==> src/hdl/hkrb_pkg.sv <==
`timescale 1ns / 1ps
// hkrb_pkg: request, command and response types plus the key code map
package hkrb_pkg;

   typedef enum logic [1:0] {
      REQ_PRESS       = 2'd0,
      REQ_RELEASE     = 2'd1,
      REQ_RELEASE_ALL = 2'd2,
      REQ_POLL        = 2'd3
   } req_kind_type;

   localparam int unsigned QUEUE_DEPTH = 2;
   localparam int unsigned VIEW_SLOTS  = 6;

   localparam logic [7:0] SHIFT_FLAG      = 8'h80;
   localparam logic [7:0] MOD_LEFT_SHIFT  = 8'h02;
   localparam logic [7:0] FKEY_HIGH_FIRST = 8'hF0;
   localparam logic [7:0] FKEY_HIGH_LAST  = 8'hFB;
   localparam logic [7:0] FKEY_HIGH_BASE  = 8'h68;
   localparam logic [7:0] FKEY_LOW_FIRST  = 8'hC2;
   localparam logic [7:0] FKEY_LOW_LAST   = 8'hCD;
   localparam logic [7:0] FKEY_LOW_BASE   = 8'h3A;
   localparam logic [4:0] MOD_CODE_PREFIX = 5'b10000;

   typedef struct packed {
      req_kind_type req_type;
      logic [7:0]   key_code;
   } req_type;

   typedef struct packed {
      logic       accepted;
      logic       report_valid;
      logic [7:0] modifier_byte;
      logic [7:0] slot0_usage;
      logic [7:0] slot1_usage;
      logic [7:0] slot2_usage;
      logic [7:0] slot3_usage;
      logic [7:0] slot4_usage;
      logic [7:0] slot5_usage;
   } rsp_type;

   typedef struct packed {
      logic       mapped;
      logic [7:0] usage;
      logic [7:0] mods;
   } key_map_type;

   typedef struct packed {
      req_kind_type kind;
      key_map_type  key;
   } cmd_type;

   // us layout, bit 7 set means left shift is needed
   localparam logic [7:0] ASCII_USAGE [128] = '{
      8'h00, 8'h00, 8'h00, 8'h00, 8'h00, 8'h00, 8'h00, 8'h00,
      8'h2a, 8'h2b, 8'h28, 8'h00, 8'h00, 8'h00, 8'h00, 8'h00,
      8'h00, 8'h00, 8'h00, 8'h00, 8'h00, 8'h00, 8'h00, 8'h00,
      8'h00, 8'h00, 8'h00, 8'h29, 8'h00, 8'h00, 8'h00, 8'h00,
      8'h2c, 8'h9e, 8'hb4, 8'ha0, 8'ha1, 8'ha2, 8'ha4, 8'h34,
      8'ha6, 8'ha7, 8'ha5, 8'hae, 8'h36, 8'h2d, 8'h37, 8'h38,
      8'h27, 8'h1e, 8'h1f, 8'h20, 8'h21, 8'h22, 8'h23, 8'h24,
      8'h25, 8'h26, 8'hb3, 8'h33, 8'hb6, 8'h2e, 8'hb7, 8'hb8,
      8'h9f, 8'h84, 8'h85, 8'h86, 8'h87, 8'h88, 8'h89, 8'h8a,
      8'h8b, 8'h8c, 8'h8d, 8'h8e, 8'h8f, 8'h90, 8'h91, 8'h92,
      8'h93, 8'h94, 8'h95, 8'h96, 8'h97, 8'h98, 8'h99, 8'h9a,
      8'h9b, 8'h9c, 8'h9d, 8'h2f, 8'h31, 8'h30, 8'ha3, 8'had,
      8'h35, 8'h04, 8'h05, 8'h06, 8'h07, 8'h08, 8'h09, 8'h0a,
      8'h0b, 8'h0c, 8'h0d, 8'h0e, 8'h0f, 8'h10, 8'h11, 8'h12,
      8'h13, 8'h14, 8'h15, 8'h16, 8'h17, 8'h18, 8'h19, 8'h1a,
      8'h1b, 8'h1c, 8'h1d, 8'haf, 8'hb1, 8'hb0, 8'hb5, 8'h00
   };

   function automatic key_map_type map_key(input logic [7:0] code);
      key_map_type m;
      logic [7:0]  a;
      m = '0;
      a = ASCII_USAGE[code[6:0]];
      if (code[7:3] == MOD_CODE_PREFIX) begin
         m.mapped = 1'b1;
         m.mods   = 8'd1 << code[2:0];
      end else if (code >= FKEY_HIGH_FIRST && code <= FKEY_HIGH_LAST) begin
         m.mapped = 1'b1;
         m.usage  = FKEY_HIGH_BASE + (code - FKEY_HIGH_FIRST);
      end else if (code >= FKEY_LOW_FIRST && code <= FKEY_LOW_LAST) begin
         m.mapped = 1'b1;
         m.usage  = FKEY_LOW_BASE + (code - FKEY_LOW_FIRST);
      end else begin
         m.mapped = 1'b1;
         case (code)
            8'hB0: m.usage = 8'h28;
            8'hB1: m.usage = 8'h29;
            8'hB2: m.usage = 8'h2a;
            8'hB3: m.usage = 8'h2b;
            8'hC1: m.usage = 8'h39;
            8'hD7: m.usage = 8'h4f;
            8'hD8: m.usage = 8'h50;
            8'hD9: m.usage = 8'h51;
            8'hDA: m.usage = 8'h52;
            8'hD1: m.usage = 8'h49;
            8'hD2: m.usage = 8'h4a;
            8'hD3: m.usage = 8'h4b;
            8'hD4: m.usage = 8'h4c;
            8'hD5: m.usage = 8'h4d;
            8'hD6: m.usage = 8'h4e;
            default: begin
               if (!code[7] && a != 8'h00) begin
                  m.usage = a & ~SHIFT_FLAG;
                  if ((a & SHIFT_FLAG) != 8'h00) begin
                     m.mods = MOD_LEFT_SHIFT;
                  end
               end else begin
                  m.mapped = 1'b0;
               end
            end
         endcase
      end
      return m;
   endfunction

endpackage

==> src/hdl/hkrb_fifo.sv <==
`timescale 1ns / 1ps
// hkrb_fifo: small register queue used for the command queue and the response queue
module hkrb_fifo #(
   parameter int unsigned WIDTH = 8,
   parameter int unsigned DEPTH = 2
) (
   input  logic             clock,
   input  logic             reset,
   input  logic             push,
   input  logic [WIDTH-1:0] wdata,
   output logic             full,
   input  logic             pop,
   output logic [WIDTH-1:0] rdata,
   output logic             empty
);

   localparam int unsigned PTR_W = (DEPTH > 1) ? $clog2(DEPTH) : 1;
   localparam int unsigned CNT_W = $clog2(DEPTH + 1);

   logic [WIDTH-1:0] mem_ff [DEPTH];
   logic [PTR_W-1:0] wr_ptr_ff;
   logic [PTR_W-1:0] rd_ptr_ff;
   logic [CNT_W-1:0] count_ff;
   logic             do_push;
   logic             do_pop;

   assign full    = (count_ff == CNT_W'(DEPTH));
   assign empty   = (count_ff == '0);
   assign do_push = push && !full;
   assign do_pop  = pop && !empty;
   assign rdata   = mem_ff[rd_ptr_ff];

   function automatic logic [PTR_W-1:0] next_ptr(input logic [PTR_W-1:0] p);
      if (p == PTR_W'(DEPTH - 1)) begin
         return '0;
      end
      return p + PTR_W'(1);
   endfunction

   always_ff @(posedge clock) begin
      if (reset) begin
         wr_ptr_ff <= '0;
         rd_ptr_ff <= '0;
         count_ff  <= '0;
      end else begin
         if (do_push) begin
            wr_ptr_ff <= next_ptr(wr_ptr_ff);
         end
         if (do_pop) begin
            rd_ptr_ff <= next_ptr(rd_ptr_ff);
         end
         if (do_push && !do_pop) begin
            count_ff <= count_ff + CNT_W'(1);
         end else if (do_pop && !do_push) begin
            count_ff <= count_ff - CNT_W'(1);
         end
      end
   end

   always_ff @(posedge clock) begin
      if (do_push) begin
         mem_ff[wr_ptr_ff] <= wdata;
      end
   end

endmodule

==> src/hdl/hkrb_front.sv <==
`timescale 1ns / 1ps
// hkrb_front: request intake, key code mapping and command queue
module hkrb_front
   import hkrb_pkg::*;
(
   input  logic    clock,
   input  logic    reset,
   input  logic    push,
   output logic    full,
   input  req_type req_data,
   input  logic    cmd_pop,
   output logic    cmd_empty,
   output cmd_type cmd_data
);

   cmd_type cmd_in;

   always_comb begin
      cmd_in.kind = req_data.req_type;
      cmd_in.key  = map_key(req_data.key_code);
   end

   hkrb_fifo #(
      .WIDTH ($bits(cmd_type)),
      .DEPTH (QUEUE_DEPTH)
   ) u_cmd_queue (
      .clock (clock),
      .reset (reset),
      .push  (push),
      .wdata (cmd_in),
      .full  (full),
      .pop   (cmd_pop),
      .rdata (cmd_data),
      .empty (cmd_empty)
   );

endmodule

==> src/hdl/hkrb_back.sv <==
`timescale 1ns / 1ps
// hkrb_back: modifier and key slot state, command execution and response queue
module hkrb_back
   import hkrb_pkg::*;
#(
   parameter int unsigned SLOT_COUNT = 6
) (
   input  logic    clock,
   input  logic    reset,
   input  logic    cmd_empty,
   output logic    cmd_pop,
   input  cmd_type cmd_data,
   input  logic    pop,
   output logic    empty,
   output rsp_type rsp_data
);

   logic [7:0]            mods_ff;
   logic [7:0]            mods_in;
   logic [7:0]            slots_ff [SLOT_COUNT];
   logic [7:0]            slots_in [SLOT_COUNT];
   logic                  pending_ff;
   logic                  pending_in;
   logic                  ok;
   logic                  valid;
   logic                  rsp_full;
   logic                  go;
   logic [SLOT_COUNT-1:0] first_hit;
   logic [SLOT_COUNT-1:0] first_free;
   logic [7:0]            view [VIEW_SLOTS];
   rsp_type               rsp_in;

   assign go      = !cmd_empty && !rsp_full;
   assign cmd_pop = go;

   // one-hot first matching slot and first free slot
   always_comb begin
      logic hit_seen;
      logic free_seen;
      hit_seen   = 1'b0;
      free_seen  = 1'b0;
      first_hit  = '0;
      first_free = '0;
      for (int i = 0; i < SLOT_COUNT; i++) begin
         if (!hit_seen && slots_ff[i] == cmd_data.key.usage) begin
            first_hit[i] = 1'b1;
            hit_seen     = 1'b1;
         end
         if (!free_seen && slots_ff[i] == 8'h00) begin
            first_free[i] = 1'b1;
            free_seen     = 1'b1;
         end
      end
   end

   always_comb begin
      mods_in    = mods_ff;
      slots_in   = slots_ff;
      pending_in = pending_ff;
      ok         = 1'b0;
      valid      = 1'b0;
      case (cmd_data.kind)
         REQ_PRESS: begin
            if (cmd_data.key.mapped) begin
               mods_in = mods_ff | cmd_data.key.mods;
               if (cmd_data.key.usage == 8'h00) begin
                  pending_in = 1'b1;
                  ok         = 1'b1;
               end else if (first_hit != '0) begin
                  ok = 1'b1;
               end else if (first_free != '0) begin
                  for (int i = 0; i < SLOT_COUNT; i++) begin
                     if (first_free[i]) begin
                        slots_in[i] = cmd_data.key.usage;
                     end
                  end
                  pending_in = 1'b1;
                  ok         = 1'b1;
               end
            end
         end
         REQ_RELEASE: begin
            if (cmd_data.key.mapped) begin
               mods_in = mods_ff & ~cmd_data.key.mods;
               if (cmd_data.key.usage == 8'h00) begin
                  pending_in = 1'b1;
                  ok         = 1'b1;
               end else if (first_hit != '0) begin
                  for (int i = 0; i < SLOT_COUNT; i++) begin
                     if (first_hit[i]) begin
                        slots_in[i] = 8'h00;
                     end
                  end
                  pending_in = 1'b1;
                  ok         = 1'b1;
               end
            end
         end
         REQ_RELEASE_ALL: begin
            mods_in    = 8'h00;
            slots_in   = '{default: 8'h00};
            pending_in = 1'b1;
            ok         = 1'b1;
         end
         REQ_POLL: begin
            valid      = pending_ff;
            ok         = pending_ff;
            pending_in = 1'b0;
         end
         default: begin
            ok = 1'b0;
         end
      endcase
   end

   for (genvar g = 0; g < VIEW_SLOTS; g++) begin : g_view
      if (g < SLOT_COUNT) begin : g_used
         assign view[g] = slots_in[g];
      end else begin : g_absent
         assign view[g] = 8'h00;
      end
   end

   always_comb begin
      rsp_in.accepted      = ok;
      rsp_in.report_valid  = valid;
      rsp_in.modifier_byte = mods_in;
      rsp_in.slot0_usage   = view[0];
      rsp_in.slot1_usage   = view[1];
      rsp_in.slot2_usage   = view[2];
      rsp_in.slot3_usage   = view[3];
      rsp_in.slot4_usage   = view[4];
      rsp_in.slot5_usage   = view[5];
   end

   always_ff @(posedge clock) begin
      if (reset) begin
         mods_ff    <= 8'h00;
         slots_ff   <= '{default: 8'h00};
         pending_ff <= 1'b0;
      end else if (go) begin
         mods_ff    <= mods_in;
         slots_ff   <= slots_in;
         pending_ff <= pending_in;
      end
   end

   hkrb_fifo #(
      .WIDTH ($bits(rsp_type)),
      .DEPTH (QUEUE_DEPTH)
   ) u_rsp_queue (
      .clock (clock),
      .reset (reset),
      .push  (go),
      .wdata (rsp_in),
      .full  (rsp_full),
      .pop   (pop),
      .rdata (rsp_data),
      .empty (empty)
   );

endmodule

==> src/hdl/hid_keyboard_report_builder_top.sv <==
`timescale 1ns / 1ps
// hid_keyboard_report_builder_top: hid keyboard report builder, front and back joined
//
//   channel    ports                      transfer when
//   request    push, full, req_data       push && !full
//   response   empty, pop, rsp_data       pop && !empty
//
// one request per cycle sustained while both queues have room; the back stage
// executes one command each cycle while a command waits and the response queue has room
// reset clears the modifier byte, every key slot, the pending flag and both queues
// the front keeps taking requests while its command queue has room; the back stage
// waits whenever the response queue is full
module hid_keyboard_report_builder_top
   import hkrb_pkg::*;
#(
   parameter int unsigned SLOT_COUNT = 6
) (
   input  logic    clock,
   input  logic    reset,
   input  logic    push,
   output logic    full,
   input  req_type req_data,
   output logic    empty,
   input  logic    pop,
   output rsp_type rsp_data
);

   logic    cmd_pop;
   logic    cmd_empty;
   cmd_type cmd_data;

   hkrb_front u_front (
      .clock     (clock),
      .reset     (reset),
      .push      (push),
      .full      (full),
      .req_data  (req_data),
      .cmd_pop   (cmd_pop),
      .cmd_empty (cmd_empty),
      .cmd_data  (cmd_data)
   );

   hkrb_back #(
      .SLOT_COUNT (SLOT_COUNT)
   ) u_back (
      .clock     (clock),
      .reset     (reset),
      .cmd_empty (cmd_empty),
      .cmd_pop   (cmd_pop),
      .cmd_data  (cmd_data),
      .pop       (pop),
      .empty     (empty),
      .rsp_data  (rsp_data)
   );

endmodule

==> config.mk <==
export PLATFORM = sky130hd
export DESIGN_NAME = hid_keyboard_report_builder_top
export DESIGN_NICKNAME = d
export VERILOG_FILES = /design/src/hdl/hkrb_pkg.sv /design/src/hdl/hkrb_fifo.sv /design/src/hdl/hkrb_front.sv /design/src/hdl/hkrb_back.sv /design/src/hdl/hid_keyboard_report_builder_top.sv
export SDC_FILE = /design/constraint.sdc
export NUM_CORES = 1
export LEC_CHECK = 0
export BUFFER_PORTS_ARGS = -buffer_cell sky130_fd_sc_hd__clkbuf_2
export CORE_MARGIN = 1.5
export CORE_UTILIZATION = 55
export DETAILED_ROUTE_END_ITERATION = 6
export GPL_ROUTABILITY_DRIVEN = 0
export GPL_TIMING_DRIVEN = 0
export PLACE_DENSITY_LB_ADDON = 0.2
export SLEW_MARGIN = 20
export SYNTH_ARGS = -nofsm -noshare
export SYNTH_HDL_FRONTEND = slang
export SYNTH_SLANG_ARGS = --single-unit
==> constraint.sdc <==
create_clock -name clock -period 3.6 [get_ports clock]
set_clock_uncertainty 0.05 [all_clocks]
set_input_delay 0.18 -clock clock [delete_from_list [all_inputs] [get_ports clock]]
set_output_delay 0.18 -clock clock [all_outputs]
set_load 0.01 [all_outputs]
Yosys cells after proc, flatten, opt, wreduce, memory -nomap -nowiden
Memory sizes are Yosys's and may differ from the RTL's. A register that Yosys moved wholly into a read port is not among the register bits.
Index checks and enable logic that the tools add are counted.
{ "op_classes": {"n_addsub": 12, "order_cmp": 5, "n_eq_ne": 32, "shifts": 1, "muxes": 107, "bitwise": 4, "reduce_logical": 58} }
{ "op_table": {"columns": ["operator", "n"], "rows": [
  ["48-bit 2-to-1 mux", 7],
  ["8-bit 2-to-1 mux", 21],
  ["48-bit one-hot mux with 3 select lines", 1],
  ["8-bit == test (second input constant)", 15],
  ["8-bit one-hot mux with 15 select lines", 1],
  ["1-bit 2-to-1 mux", 66],
  ["8-bit logical NOT", 7],
  ["8-bit == test", 6],
  ["8-bit >= comparator (second input constant)", 3],
  ["8-bit one-hot mux with 3 select lines", 1],
  ["1-bit logical AND", 22],
  ["1-bit logical NOT", 19],
  ["9-bit 2-to-1 mux", 2],
  ["8-bit less-or-equal comparator (second input constant)", 2],
  ["8-bit subtractor (second input constant)", 2],
  ["15-bit 2-to-1 mux", 1],
  ["15-bit OR reduction", 1],
  ["6-bit nonzero test", 2],
  ["2-bit 2-to-1 mux", 5],
  ["6-bit by 8-bit adder with 8-bit output (first input constant)", 1],
  ["7-bit by 8-bit adder with 8-bit output (first input constant)", 1],
  ["8-bit bitwise AND", 1],
  ["2-bit == test (second input constant)", 4],
  ["7-bit NOT with 8-bit output", 1],
  ["16 further kinds", 27]
]} }
{ "totals": {"ff_bits": 65, "mem_bits_rw": 154, "mem_bits_ro": 1024, "out_inout_bits": 60, "memories": 3} }
{ "mem_list": {"columns": ["name", "words", "word_bits", "rd", "rd_ports_with_merged_regs", "wr", "line", "source"], "rows": [
  ["(no name shown)", 128, 8, 1, 0, 0, "hkrb_pkg.sv:77", "a = ASCII_USAGE[code[6:0]];"],
  ["u_back.u_rsp_queue.mem_ff", 2, 58, 1, 1, 1, "hkrb_fifo.sv:20", "logic [WIDTH-1:0] mem_ff [DEPTH];"],
  ["u_front.u_cmd_queue.mem_ff", 2, 19, 1, 1, 1, "hkrb_fifo.sv:20", null]
]} }

Depth between registers and ports, before layout
Gate-level depths: netlist of run 1.
{ "logic_depth": {"word_depth": 23, "mapped_depth": 14, "ltp_nobuf": 12} }

Hierarchy
A second synthesis of run 1 with hierarchy kept.
{ "hier_totals": {"cells_unflattened": 981, "area_unflattened_um2": 11389.7} }
{ "modules_own_cells": {"columns": ["mod", "n_inst", "cells_per_inst", "area_each_um2"], "rows": [
  ["hkrb_fifo at u_back.u_rsp_queue", 1, 205, 4399.2],
  ["hkrb_back", 1, 477, 4031.4],
  ["hkrb_fifo at u_front.u_cmd_queue", 1, 84, 1585.3],
  ["hkrb_front", 1, 215, 1373.8]
]} }

Least setup slack after synthesis of run 1
No wires, ideal clock.
{ "synth_timing": {"path_kind": "register -> register", "start": "register u_back.u_rsp_queue.count_ff[0]", "end": "memory u_back.u_rsp_queue.mem_ff[0][0] (netlist bit), enable pin", "arrival_time_ps": 3354, "required_time_ps": 3076, "setup_slack_ps": -278, "path_stages_with_launch": 5, "period_less_slack_ps": 3878, "path_cell_list": "dfxtp_1 o22ai_1 clkbuf_1 clkbuf_1 nor2_1"} }
{ "synth_between": {"elab_chain_cells": 6} }
{ "synth_lines": {"columns": ["item", "line", "source"], "rows": [
  ["start, declared", "hkrb_fifo.sv:23", "logic [CNT_W-1:0] count_ff;"],
  ["start signal, assigned", "hkrb_fifo.sv:53", "count_ff <= count_ff + CNT_W'(1);"],
  ["start signal, assigned", "hkrb_fifo.sv:55", "count_ff <= count_ff - CNT_W'(1);"],
  ["2-bit == test (*)", "hkrb_fifo.sv:27", "assign full = (count_ff == CNT_W'(DEPTH));"],
  ["1-bit logical NOT (*)", "hkrb_fifo.sv:29, hkrb_back.sv:33", null],
  ["1-bit logical AND", "hkrb_back.sv:33", "assign go = !cmd_empty && !rsp_full;"],
  ["1-bit logical AND (*)", "hkrb_fifo.sv:29", "assign do_push = push && !full;"],
  ["1-bit 2-to-1 mux (*)", "hkrb_fifo.sv:61", "if (do_push) begin"],
  ["1-bit 2-to-1 mux (implied by the code) (*)", "hkrb_fifo.sv:62", "mem_ff[wr_ptr_ff] <= wdata;"],
  ["end, declared", "hkrb_fifo.sv:20", null]
]} }
Every way passes the cells marked *; elsewhere a longest branch is shown, timed or not.

==> reports/results.ini, run 1 <==
[power]
leakage_nw = 4.56
finalPower_mw = 9.64
powerDensity_nw_per_um2 = 742
ir_drop_uv = 415

[setup_path]
cp.arrival_ps = 3730
rr_endpoint = u_back.u_rsp_queue.mem_ff[0][23]
r2r_cells = 12
reg2reg_slack_ps = 70
start_kind = register
cp_slowest_cell = mux2i_2
path_max_fanout = 9
path_class = register to register
max_stage_delay_ps = 530
endpoint_kind = register
required_ps = 3790
path_cells = buf_6, mux2i_2, xnor2_1, nor4_1, a211o_1, nand2b_4, buf_6, o311a_1, buf_2, or2_1, buf_2, a22o_1

[synthesis]
synth-compound-area-share = 0.157
async_flop_share = 0
yosysTopAreaCell = edfxtp_1
synthMuxAreaShare = 0.0994
synthAdderAreaFrac = 0.0222
synth.area.top_cells = edfxtp_1, dfxtp_1, mux2_2, xnor2_1, o2bb2ai_1
synthDistinctLibCells = 79
netlist.area_leader.share = 0.410
synth_ff_type = edfxtp_1
syn_area_per_cell_um2 = 11.7
synth.cell_area_um2 = 11300
synth_edf_count = 154
yosys_warnings = 0
synthCells = 967
seq_area_frac_synth = 0.529
synth_xor_xnor_area_share = 0.0465
synth_top_family_by_area = compound AO/OA/AOI/OAI gates
synth-simple-area-share = 0.114
yosys_register_bits = 221

[detailed_routing]
wirelength_mm = 27.2
remaining_drc_errors = 0
routedWlPerCell_um = 19.9
ant_nets = 0
drt-vias-per-instance = 6.28
dr.pass1.iters = 6
drtIter0Drc = 854
via_count = 8552

[placement]
portBuffers = 73
place_inst = 1315
place_ws_ps = -150
place_area_um2 = 12100
hpwlAfterDp_mm = 18.8

[floorplanning]
start_util = 0.559
core.rowCount = 52
ios = 74
die_h_um = 146
core_um2 = 20200
dieWidth_um = 146
fp.dieArea_um2 = 21400

[outcome]
status = finished clean

[grt]
grt_pass1_vias = 8270
grt_pass1_wl_mm = 43.3
grt_max_degree = 54
grt_overflow_total = 0
antenna_found_initial = 0
grt_use_total = 0.252

[cells_and_area]
num_antenna_cells = 0
nNetsFinal = 1108
final_cell_mix = edfxtp_1, clkbuf_2, mux2_2
fin_cells = 1362
syn2layout_area_growth_pct = 15.3
final_area_um2 = 13000
layout_commonest_cell = edfxtp_1
layout-drive-gt1-share = 0.227
nFillCells = 1573

[run]
drv_cap = 0

[timing]
setup_tns_ps = 0
finalCritPeriodShare = 0.981
setup_slack_ps = 67.4
rsz0062_at_grt = true
finalSetupViolations = 0
worst_pin_slew_ps = 858
slew_violations = 0
hold_viol_final = 0
slew_headroom = 0.423
final.min_clock_period_ps = 3530
clock.fmax_mhz = 283

[clock_tree]
numCtsBuffers = 24
clock-sinks = 221
cts_max_level = 1
cts_tree = done
clkLatencyLatePin_ps = 520
path_clk_slew_ps = 60
clockBufferDepth = 3
clockRootBuffer = clkbuf_16

[min_path]
hold_class = primary input to register
min-delay-start = push
whs_path_depth = 4
min_to = u_front.u_cmd_queue.wr_ptr_ff

## worst max-delay path by stage
| stage | cells after the start | end |
|---|---|---|
| 4_1_cts | 12 | u_back.u_rsp_queue.mem_ff[1][38] |
| 6_report | 12 | u_back.u_rsp_queue.mem_ff[0][23] |
| 3_3_place_gp | 4 | u_back.u_rsp_queue.mem_ff[0][21] |
| 2_1_floorplan | 13 | u_back.u_rsp_queue.mem_ff[0][16] |
| 5_1_grt | 12 | u_back.u_rsp_queue.mem_ff[0][23] |
| 3_5_place_dp | 12 | u_back.u_rsp_queue.mem_ff[0][33] |
## layer usage
metal	GRT usage	up-vias	wire length, µm
li1	-	3931	-
met1	0.330	4113	10900
met2	0.425	433	13200
met3	0.0413	75	2160
met4	0.0854	0	826
met5	0	-	0
## cells by family (layout without fill, tap and decap cells)
kind of cell,Yosys count,after routing
simple gates,257,257
compound gates,238,238
flops,221,221
mux,94,94
buf+inv,77,201
xor+xnor,59,59
fa+ha+maj,20,20
other cells,1,2
## timing repair
item	in CTS	in global routing
hold buffers	2	0
setup buffers	0	1
endpoints found under the setup margin	48	95
gates resized for setup	3	16
pin swaps	0	2
hold endpoints to repair	4	0
## cell type report
cell class | count | area (µm²) | share of cell area
tap | 270 | 338 | 0.0260
timing repair buffer | 80 | 483 | 0.0372
inverter | 16 | 60.1 | 0.00462
buffer | 61 | 309 | 0.0238
clock buffer | 33 | 707 | 0.0544
sequential | 221 | 5970 | 0.459
clock inverter | 11 | 97.6 | 0.00751
multi-input combinational | 670 | 5030 | 0.387
## report_power, final
group | internal (mW) | switching (mW)
logic | 1.41 | 2.16
registers | 3.43 | 0.204
clock network | 1.46 | 0.981
total | 6.29 | 3.34
## stage by stage
| stage | hold WS, ps | util |
|---|---|---|
| after floorplan | 229 | - |
| after global placement | 347 | 0.594 |
| after detailed placement | 352 | 0.599 |
| after CTS | 5.78 | 0.641 |
| after global routing | 60.1 | 0.644 |
| final | 23.2 | 0.644 |
## cells in the mapped netlist, drive strengths merged (21+ instances only)
master / instances
mux2: 71
dfxtp: 67
nand2: 67
o21ai: 33
o2bb2ai: 40
buf: 30
clkbuf: 31
a21oi: 36
nor4: 28
nor2: 65
nor3: 22
a22o: 32
xnor2: 51
edfxtp: 154
mux2i: 21
nand3: 24
## worst max-delay path: cells and delay by family, from the launching register on
family	cells	cell delay, ps
AOI/OAI and AO/OA	3	970
buffers and inverters	4	680
muxes	1	530
and+or+nand+nor	3	500
DFF	1	320
xor gates and xnor gates	1	200
## sequential cells by signal, indices dropped and copies added (netlist names), named ones only
name / count
u_front.u_cmd_queue.rd_ptr_ff: 1
u_back.u_rsp_queue.rd_ptr_ff: 1
u_front.u_cmd_queue.wr_ptr_ff: 1
u_back.u_rsp_queue.mem_ff: 116
u_back.mods_ff: 8
u_back.u_rsp_queue.wr_ptr_ff: 1
u_front.u_cmd_queue.mem_ff: 38
u_back.pending_ff: 1
u_back.slots_ff: 48
u_back.u_rsp_queue.count_ff: 2
u_front.u_cmd_queue.count_ff: 2
(Power assumes the default switching activity.)
==> inputs of run 2 (changes only) <==
--- a/config.mk
+++ b/config.mk
@@ -6,12 +6,13 @@
 export NUM_CORES = 1
 export LEC_CHECK = 0
 export BUFFER_PORTS_ARGS = -buffer_cell sky130_fd_sc_hd__clkbuf_2
+export CAP_MARGIN = 20
 export CORE_MARGIN = 1.5
 export CORE_UTILIZATION = 55
 export DETAILED_ROUTE_END_ITERATION = 6
 export GPL_ROUTABILITY_DRIVEN = 0
 export GPL_TIMING_DRIVEN = 0
-export PLACE_DENSITY_LB_ADDON = 0.2
+export PLACE_DENSITY = 0.82
 export SLEW_MARGIN = 20
 export SYNTH_ARGS = -nofsm -noshare
 export SYNTH_HDL_FRONTEND = slang
==> run 2 against run 1 <==
  * Non-clock buffer count rose by 4
  * Routed wire length grew 0.71%
  * Clock-buffer cell count unchanged
  * Final cell count about the same
  * Via count increased by 0.78%
  * Critical endpoint is now u_back.u_rsp_queue.mem_ff[1][16]
  * Largest cell class unchanged
  * Die area stayed put
  * First-iteration DRC count up 25%
  * Largest power group unchanged
  * Clock power shrank 11%
==> reports/results.ini, run 2 (synthesis results as in run 1) <==
[outcome]
status = finished clean  ; unchanged

[setup_path]
start_kind = register  ; unchanged
cp.arrival_ps = 3680  ; was 3730 ps
max_stage_delay_ps = 380  ; was 530 ps
path_class = register to register  ; unchanged
endpoint_kind = register  ; unchanged
required_ps = 3780  ; was 3790 ps
path_max_fanout = 10  ; was 9
path_cells = buf_6, buf_12, mux2i_4, xnor2_1, nor4_1, a211o_1, nand2b_4, buf_6, o311a_1, buf_2, or2_1, buf_2, a22o_1  ; was buf_6, mux2i_2, xnor2_1, nor4_1, a211o_1, nand2b_4, buf_6, o311a_1, buf_2, or2_1, buf_2, a22o_1
cp_slowest_cell = mux2i_4  ; was mux2i_2

[cells_and_area]
utilization = 0.641  ; was 0.644
multi_input_area_um2 = 5060  ; was 5030 µm²
layout-drive-gt1-share = 0.226  ; was 0.227
fin_cells = 1361  ; was 1362
num_antenna_cells = 0  ; unchanged
reg_top3 = u_back.u_rsp_queue.mem_ff (116), u_back.slots_ff (48), u_front.u_cmd_queue.mem_ff (38)  ; unchanged
top_register = u_back.u_rsp_queue.mem_ff  ; unchanged
largest_reg_flops = 116  ; unchanged
seqCellArea_um2 = 5970  ; unchanged
syn2layout_area_growth_pct = 14.8  ; was 15.3%
nFillCells = 1555  ; was 1573
layout_commonest_cell = edfxtp_1  ; unchanged
nNetsFinal = 1110  ; was 1108
final_cell_mix = edfxtp_1, clkbuf_2, mux2_2  ; unchanged

[floorplanning]
core.rowCount = 52  ; unchanged
dieWidth_um = 146  ; unchanged
start_util = 0.559  ; unchanged
die_h_um = 146  ; unchanged
core_um2 = 20200  ; unchanged
fp.dieArea_um2 = 21400  ; unchanged
ios = 74  ; unchanged

[clock_tree]
clock-sinks = 221  ; unchanged
cts_max_level = 1  ; unchanged
path_clk_slew_ps = 60  ; about the same
cts_tree = done  ; unchanged
numCtsBuffers = 22  ; was 24
clkLatencyLatePin_ps = 500  ; was 520 ps
clockRootBuffer = clkbuf_16  ; unchanged
clockBufferDepth = 3  ; unchanged

[detailed_routing]
wirelength_mm = 27.4  ; was 27.2 mm
remaining_drc_errors = 0  ; unchanged
ant_nets = 0  ; unchanged
via_count = 8619  ; was 8552
routedWlPerCell_um = 20.1  ; was 19.9 µm
drtIter0Drc = 1070  ; was 854
drt-vias-per-instance = 6.33  ; was 6.28
dr.pass1.iters = 5  ; was 6

[power]
powerDensity_nw_per_um2 = 729  ; was 742 nW/µm²
ir_drop_uv = 365  ; was 415 µV
leakage_nw = 4.53  ; was 4.56 nW

[placement]
hpwlAfterDp_mm = 18.9  ; was 18.8 mm
portBuffers = 73  ; unchanged
place_inst = 1315  ; unchanged
place_ws_ps = -128  ; was -150 ps

[grt]
use_met3 = 0.0378  ; was 0.0413
grt_overflow_total = 0  ; unchanged
grt_util_met1 = 0.311  ; was 0.330
use_met2 = 0.431  ; was 0.425
grt_use_total = 0.249  ; was 0.252
busiest_layer = met2  ; unchanged
grt_pass1_vias = 8433  ; was 8270
grt_max_degree = 55  ; was 54
antenna_found_initial = 0  ; unchanged
grt_pass1_wl_mm = 43.3  ; about the same

[timing]
slew_headroom = 0.417  ; was 0.423
finalCritPeriodShare = 0.972  ; was 0.981
finalSetupViolations = 0  ; unchanged
worst_pin_slew_ps = 874  ; was 858 ps
clock.fmax_mhz = 286  ; was 283 MHz
hold_viol_final = 0  ; unchanged
setup_slack_ps = 101  ; was 67.4 ps
final.min_clock_period_ps = 3500  ; was 3530 ps
setup_tns_ps = 0  ; unchanged
slew_violations = 0  ; unchanged

[min_path]
hold_class = primary input to register  ; unchanged

[run]
drv_cap = 0  ; unchanged

-- run 2: critical path, delay by kind of cell (launching register included) --
kind | cells | cell delay, ps
flip-flops | 1 | 330
AND/OR/NAND/NOR | 3 | 480
multiplexers | 1 | 380
AO/OA/AOI/OAI | 3 | 960
XOR/XNOR | 1 | 160
buffers and inverters | 5 | 870
-- run 2: power breakdown --
| group | internal, mW | switching (mW) | leakage [nW] | total [mW] |
|---|---|---|---|---|
| registers | 3.43 | 0.220 | 2.01 | 3.65 |
| clock network | 1.25 | 0.908 | 0.339 | 2.16 |
| logic | 1.44 | 2.18 | 2.18 | 3.62 |
-- run 2: layout make-up --
cell class | instances | area share
Buffer | 60 | 0.0237
Sequential cell | 221 | 0.461
Timing Repair Buffer | 85 | 0.0399
Tap cell | 270 | 0.0261
Inverter | 16 | 0.00464
Clock buffer | 33 | 0.0505
Clock inverter | 6 | 0.00280
Multi-Input combinational cell | 670 | 0.391
-- run 2: final timing paths --
path	startpoint	end	slack, ps	cells after the start
max	register	u_back.u_rsp_queue.mem_ff[1][16]	100	13
min	push	u_front.u_cmd_queue.wr_ptr_ff	30	4
min reg2reg	u_back.mods_ff[7]	u_back.mods_ff[7]	410	2
max reg2reg	register	u_back.u_rsp_queue.mem_ff[1][16]	100	13
-- run 2: metal layers --
| layer | share of wire | vias up |
|---|---|---|
| met1 | 0.39 | 4088 |
| met4 | 0.039 | 0 |
| met5 | 0 | - |
| met2 | 0.49 | 495 |
| met3 | 0.083 | 104 |
| li1 | - | 3932 |
-- run 2: per-stage QoR --
step                area [µm²]  hold WS (ps)  power (mW)
global route             12900          41.5        9.86
detailed placement       12100           359        7.15
floorplan                11300           229        5.97
CTS                      12800          29.2        9.33
global placement         12000           357        6.99
finish                   12900          29.6        9.44
-- run 2: repair_timing --
item                                    in CTS  in global routing
endpoints found under the setup margin      36                100
resized for setup                            4                 20
pin swaps                                    0                  1
hold buffers                                 2                  0
buffers inserted                             0                  6
endpoints found under the hold margin        4                  0
==> inputs of run 3 (changes only) <==
--- a/config.mk
+++ b/config.mk
@@ -5,7 +5,7 @@
 export SDC_FILE = /design/constraint.sdc
 export NUM_CORES = 1
 export LEC_CHECK = 0
-export BUFFER_PORTS_ARGS = -buffer_cell sky130_fd_sc_hd__clkbuf_2
+export BUFFER_PORTS_ARGS = -buffer_cell sky130_fd_sc_hd__buf_2
 export CAP_MARGIN = 20
 export CORE_MARGIN = 1.5
 export CORE_UTILIZATION = 55
==> run 3 against run 2 <==
  * First-iteration DRC count down 5.6%
  * Register-to-register slack better by 30 ps
  * Routed wire length shrank 0.91%
  * Fmax rose by 0.77%
  * Worst hold slack got worse by 1.9 ps
  * Via count is essentially flat
  * Critical path depth is the same
  * Worst setup slack better by 27 ps
==> reports/results.ini, run 3 (synthesis results as in run 1) <==
[outcome]
status = finished clean  ; unchanged

[timing]
hold_viol_final = 0  ; unchanged
slew_violations = 0  ; unchanged
slew_headroom = 0.425  ; was 0.417
worst_pin_slew_ps = 856  ; was 874 ps
rsz0062_at_grt = false
setup_tns_ps = 0  ; unchanged
holdWs_ps = 27.7  ; was 29.6 ps
finalSetupViolations = 0  ; unchanged
clock.fmax_mhz = 288  ; was 286 MHz
final.min_clock_period_ps = 3470  ; was 3500 ps
finalCritPeriodShare = 0.965  ; was 0.972

[clock_tree]
numCtsBuffers = 23  ; was 22
cts_max_level = 1  ; unchanged
clockBufferDepth = 3  ; unchanged
clockRootBuffer = clkbuf_16  ; unchanged
path_clk_slew_ps = 70  ; was 60 ps
clock-sinks = 221  ; unchanged
clkLatencyLatePin_ps = 510  ; was 500 ps
cts_tree = done  ; unchanged

[setup_path]
endpoint_kind = register  ; unchanged
cp_top_family = buffers and inverters  ; was compound AO/OA/AOI/OAI gates
path_buf_inv = 5  ; unchanged
cp_slowest_cell = mux2i_4  ; unchanged
cp.arrival_ps = 3660  ; was 3680 ps
start_kind = register  ; unchanged
path_cells = buf_8, buf_12, mux2i_4, clkbuf_4, xnor2_1, nor4_1, nand2_1, nand4_1, clkbuf_4, nor3_2, nand3_1, buf_2, o2bb2ai_1  ; was buf_6, buf_12, mux2i_4, xnor2_1, nor4_1, a211o_1, nand2b_4, buf_6, o311a_1, buf_2, or2_1, buf_2, a22o_1
crit_top_cell = clkbuf_4
path_class = register to register  ; unchanged
required_ps = 3790  ; was 3780 ps
path_max_fanout = 10  ; unchanged
max_stage_delay_ps = 370  ; was 380 ps

[detailed_routing]
dr.pass1.iters = 7  ; was 5
routedWlPerCell_um = 19.8  ; was 20.1 µm
drtIter0Drc = 1010  ; was 1070
drt-vias-per-instance = 6.30  ; was 6.33
wirelength_mm = 27.1  ; was 27.4 mm
ant_nets = 0  ; unchanged
via_count = 8625  ; was 8619
remaining_drc_errors = 0  ; unchanged

[cells_and_area]
largest_reg_flops = 116  ; unchanged
reg_top3 = u_back.u_rsp_queue.mem_ff (116), u_back.slots_ff (48), u_front.u_cmd_queue.mem_ff (38)  ; unchanged
top_register = u_back.u_rsp_queue.mem_ff  ; unchanged
syn2layout_area_growth_pct = 15.2  ; was 14.8%
num_antenna_cells = 0  ; unchanged
layout_commonest_cell = edfxtp_1  ; unchanged
nNetsFinal = 1117  ; was 1110
layout-drive-gt1-share = 0.229  ; was 0.226
final_cell_mix = edfxtp_1, buf_2, mux2_2  ; was edfxtp_1, clkbuf_2, mux2_2
final_area_um2 = 13000  ; was 12900 µm²
utilization = 0.643  ; was 0.641

[grt]
grt_util_met1 = 0.322  ; was 0.311
grt_use_total = 0.248  ; was 0.249
grt_pass1_wl_mm = 42.9  ; was 43.3 mm
antenna_found_initial = 0  ; unchanged
busiest_layer = met2  ; unchanged
grt_overflow_total = 0  ; unchanged
use_met2 = 0.423  ; was 0.431
grt_max_degree = 54  ; was 55
use_met3 = 0.0353  ; was 0.0378
grt_pass1_vias = 8298  ; was 8433

[power]
leakage_nw = 4.56  ; was 4.53 nW
powerDensity_nw_per_um2 = 726  ; was 729 nW/µm²
finalPower_mw = 9.43  ; was 9.44 mW
ir_drop_uv = 355  ; was 365 µV

[placement]
portBuffers = 73  ; unchanged
place_area_um2 = 12100  ; about the same
hpwlAfterDp_mm = 18.6  ; was 18.9 mm

[floorplanning]
core_um2 = 20200  ; unchanged
core.rowCount = 52  ; unchanged
dieWidth_um = 146  ; unchanged
fp.dieArea_um2 = 21400  ; unchanged
ios = 74  ; unchanged
start_util = 0.559  ; unchanged
die_h_um = 146  ; unchanged

[run]
drv_cap = 0  ; unchanged

[min_path]
hold_class = primary input to register  ; unchanged

==> run 3: cell count changes in the layout (fill, tap and decap cells not counted), moves of 3 or more <==
cell and change:
buf_2 +74, clkbuf_2 -73, buf_4 +4, clkinv_2 +3
==> run 3: cell type report <==
| type | instances | area [µm²] |
|---|---|---|
| tap | 270 | 338 |
| inverter | 16 | 60.1 |
| multi-input combinational | 670 | 5050 |
| sequential | 221 | 5970 |
| fill | 1519 | 7190 |
| buffer | 61 | 315 |
| timing repair buffer | 90 | 563 |
| clock inverter | 11 | 57.6 |
| clock buffer | 31 | 626 |
==> run 3: tightest hold or removal path, delay by kind of cell <==
family	cells	cell delay, ps
AO/OA/AOI/OAI	1	200
buffers and inverters	1	100
AND/OR/NAND/NOR	1	50
==> run 3: worst paths after layout <==
kind / slack, ps / from / cells past startpoint / to
max: 130 / register / 13 / u_back.u_rsp_queue.mem_ff[0][47]
min: 30 / reset / 3 / u_back.slots_ff[32]
max reg2reg: 130 / register / 13 / u_back.u_rsp_queue.mem_ff[0][47]
min reg2reg: 420 / u_back.mods_ff[6] / 2 / u_back.mods_ff[6]
==> run 3: routing by layer <==
layer / up-vias / wire (µm)
met4: 0 / 900
met3: 81 / 2190
met2: 479 / 13400
met1: 4105 / 10700
li1: 3960 / -
met5: - / 0
==> run 3: what timing repair did <==
item	4_1_cts	5_1_grt
endpoints found under the setup margin	24	109
setup buffers	0	11
endpoints found under the hold margin	4	0
gates resized for setup	6	17
hold buffers	2	0
pin swaps	0	2
==> run 3: through the flow <==
stage | setup WS [ps] | std cells
floorplan | 501 | 968
global placement | -327 | 1311
detailed placement | -127 | 1315
CTS | 13.1 | 1359
global route | 14.2 | 1370
finish | 128 | 1370
==> run 3: power breakdown <==
| part | internal, mW | switching [mW] |
|---|---|---|
| combinational | 1.47 | 2.15 |
| sequential | 3.43 | 0.225 |
| clock | 1.22 | 0.927 |
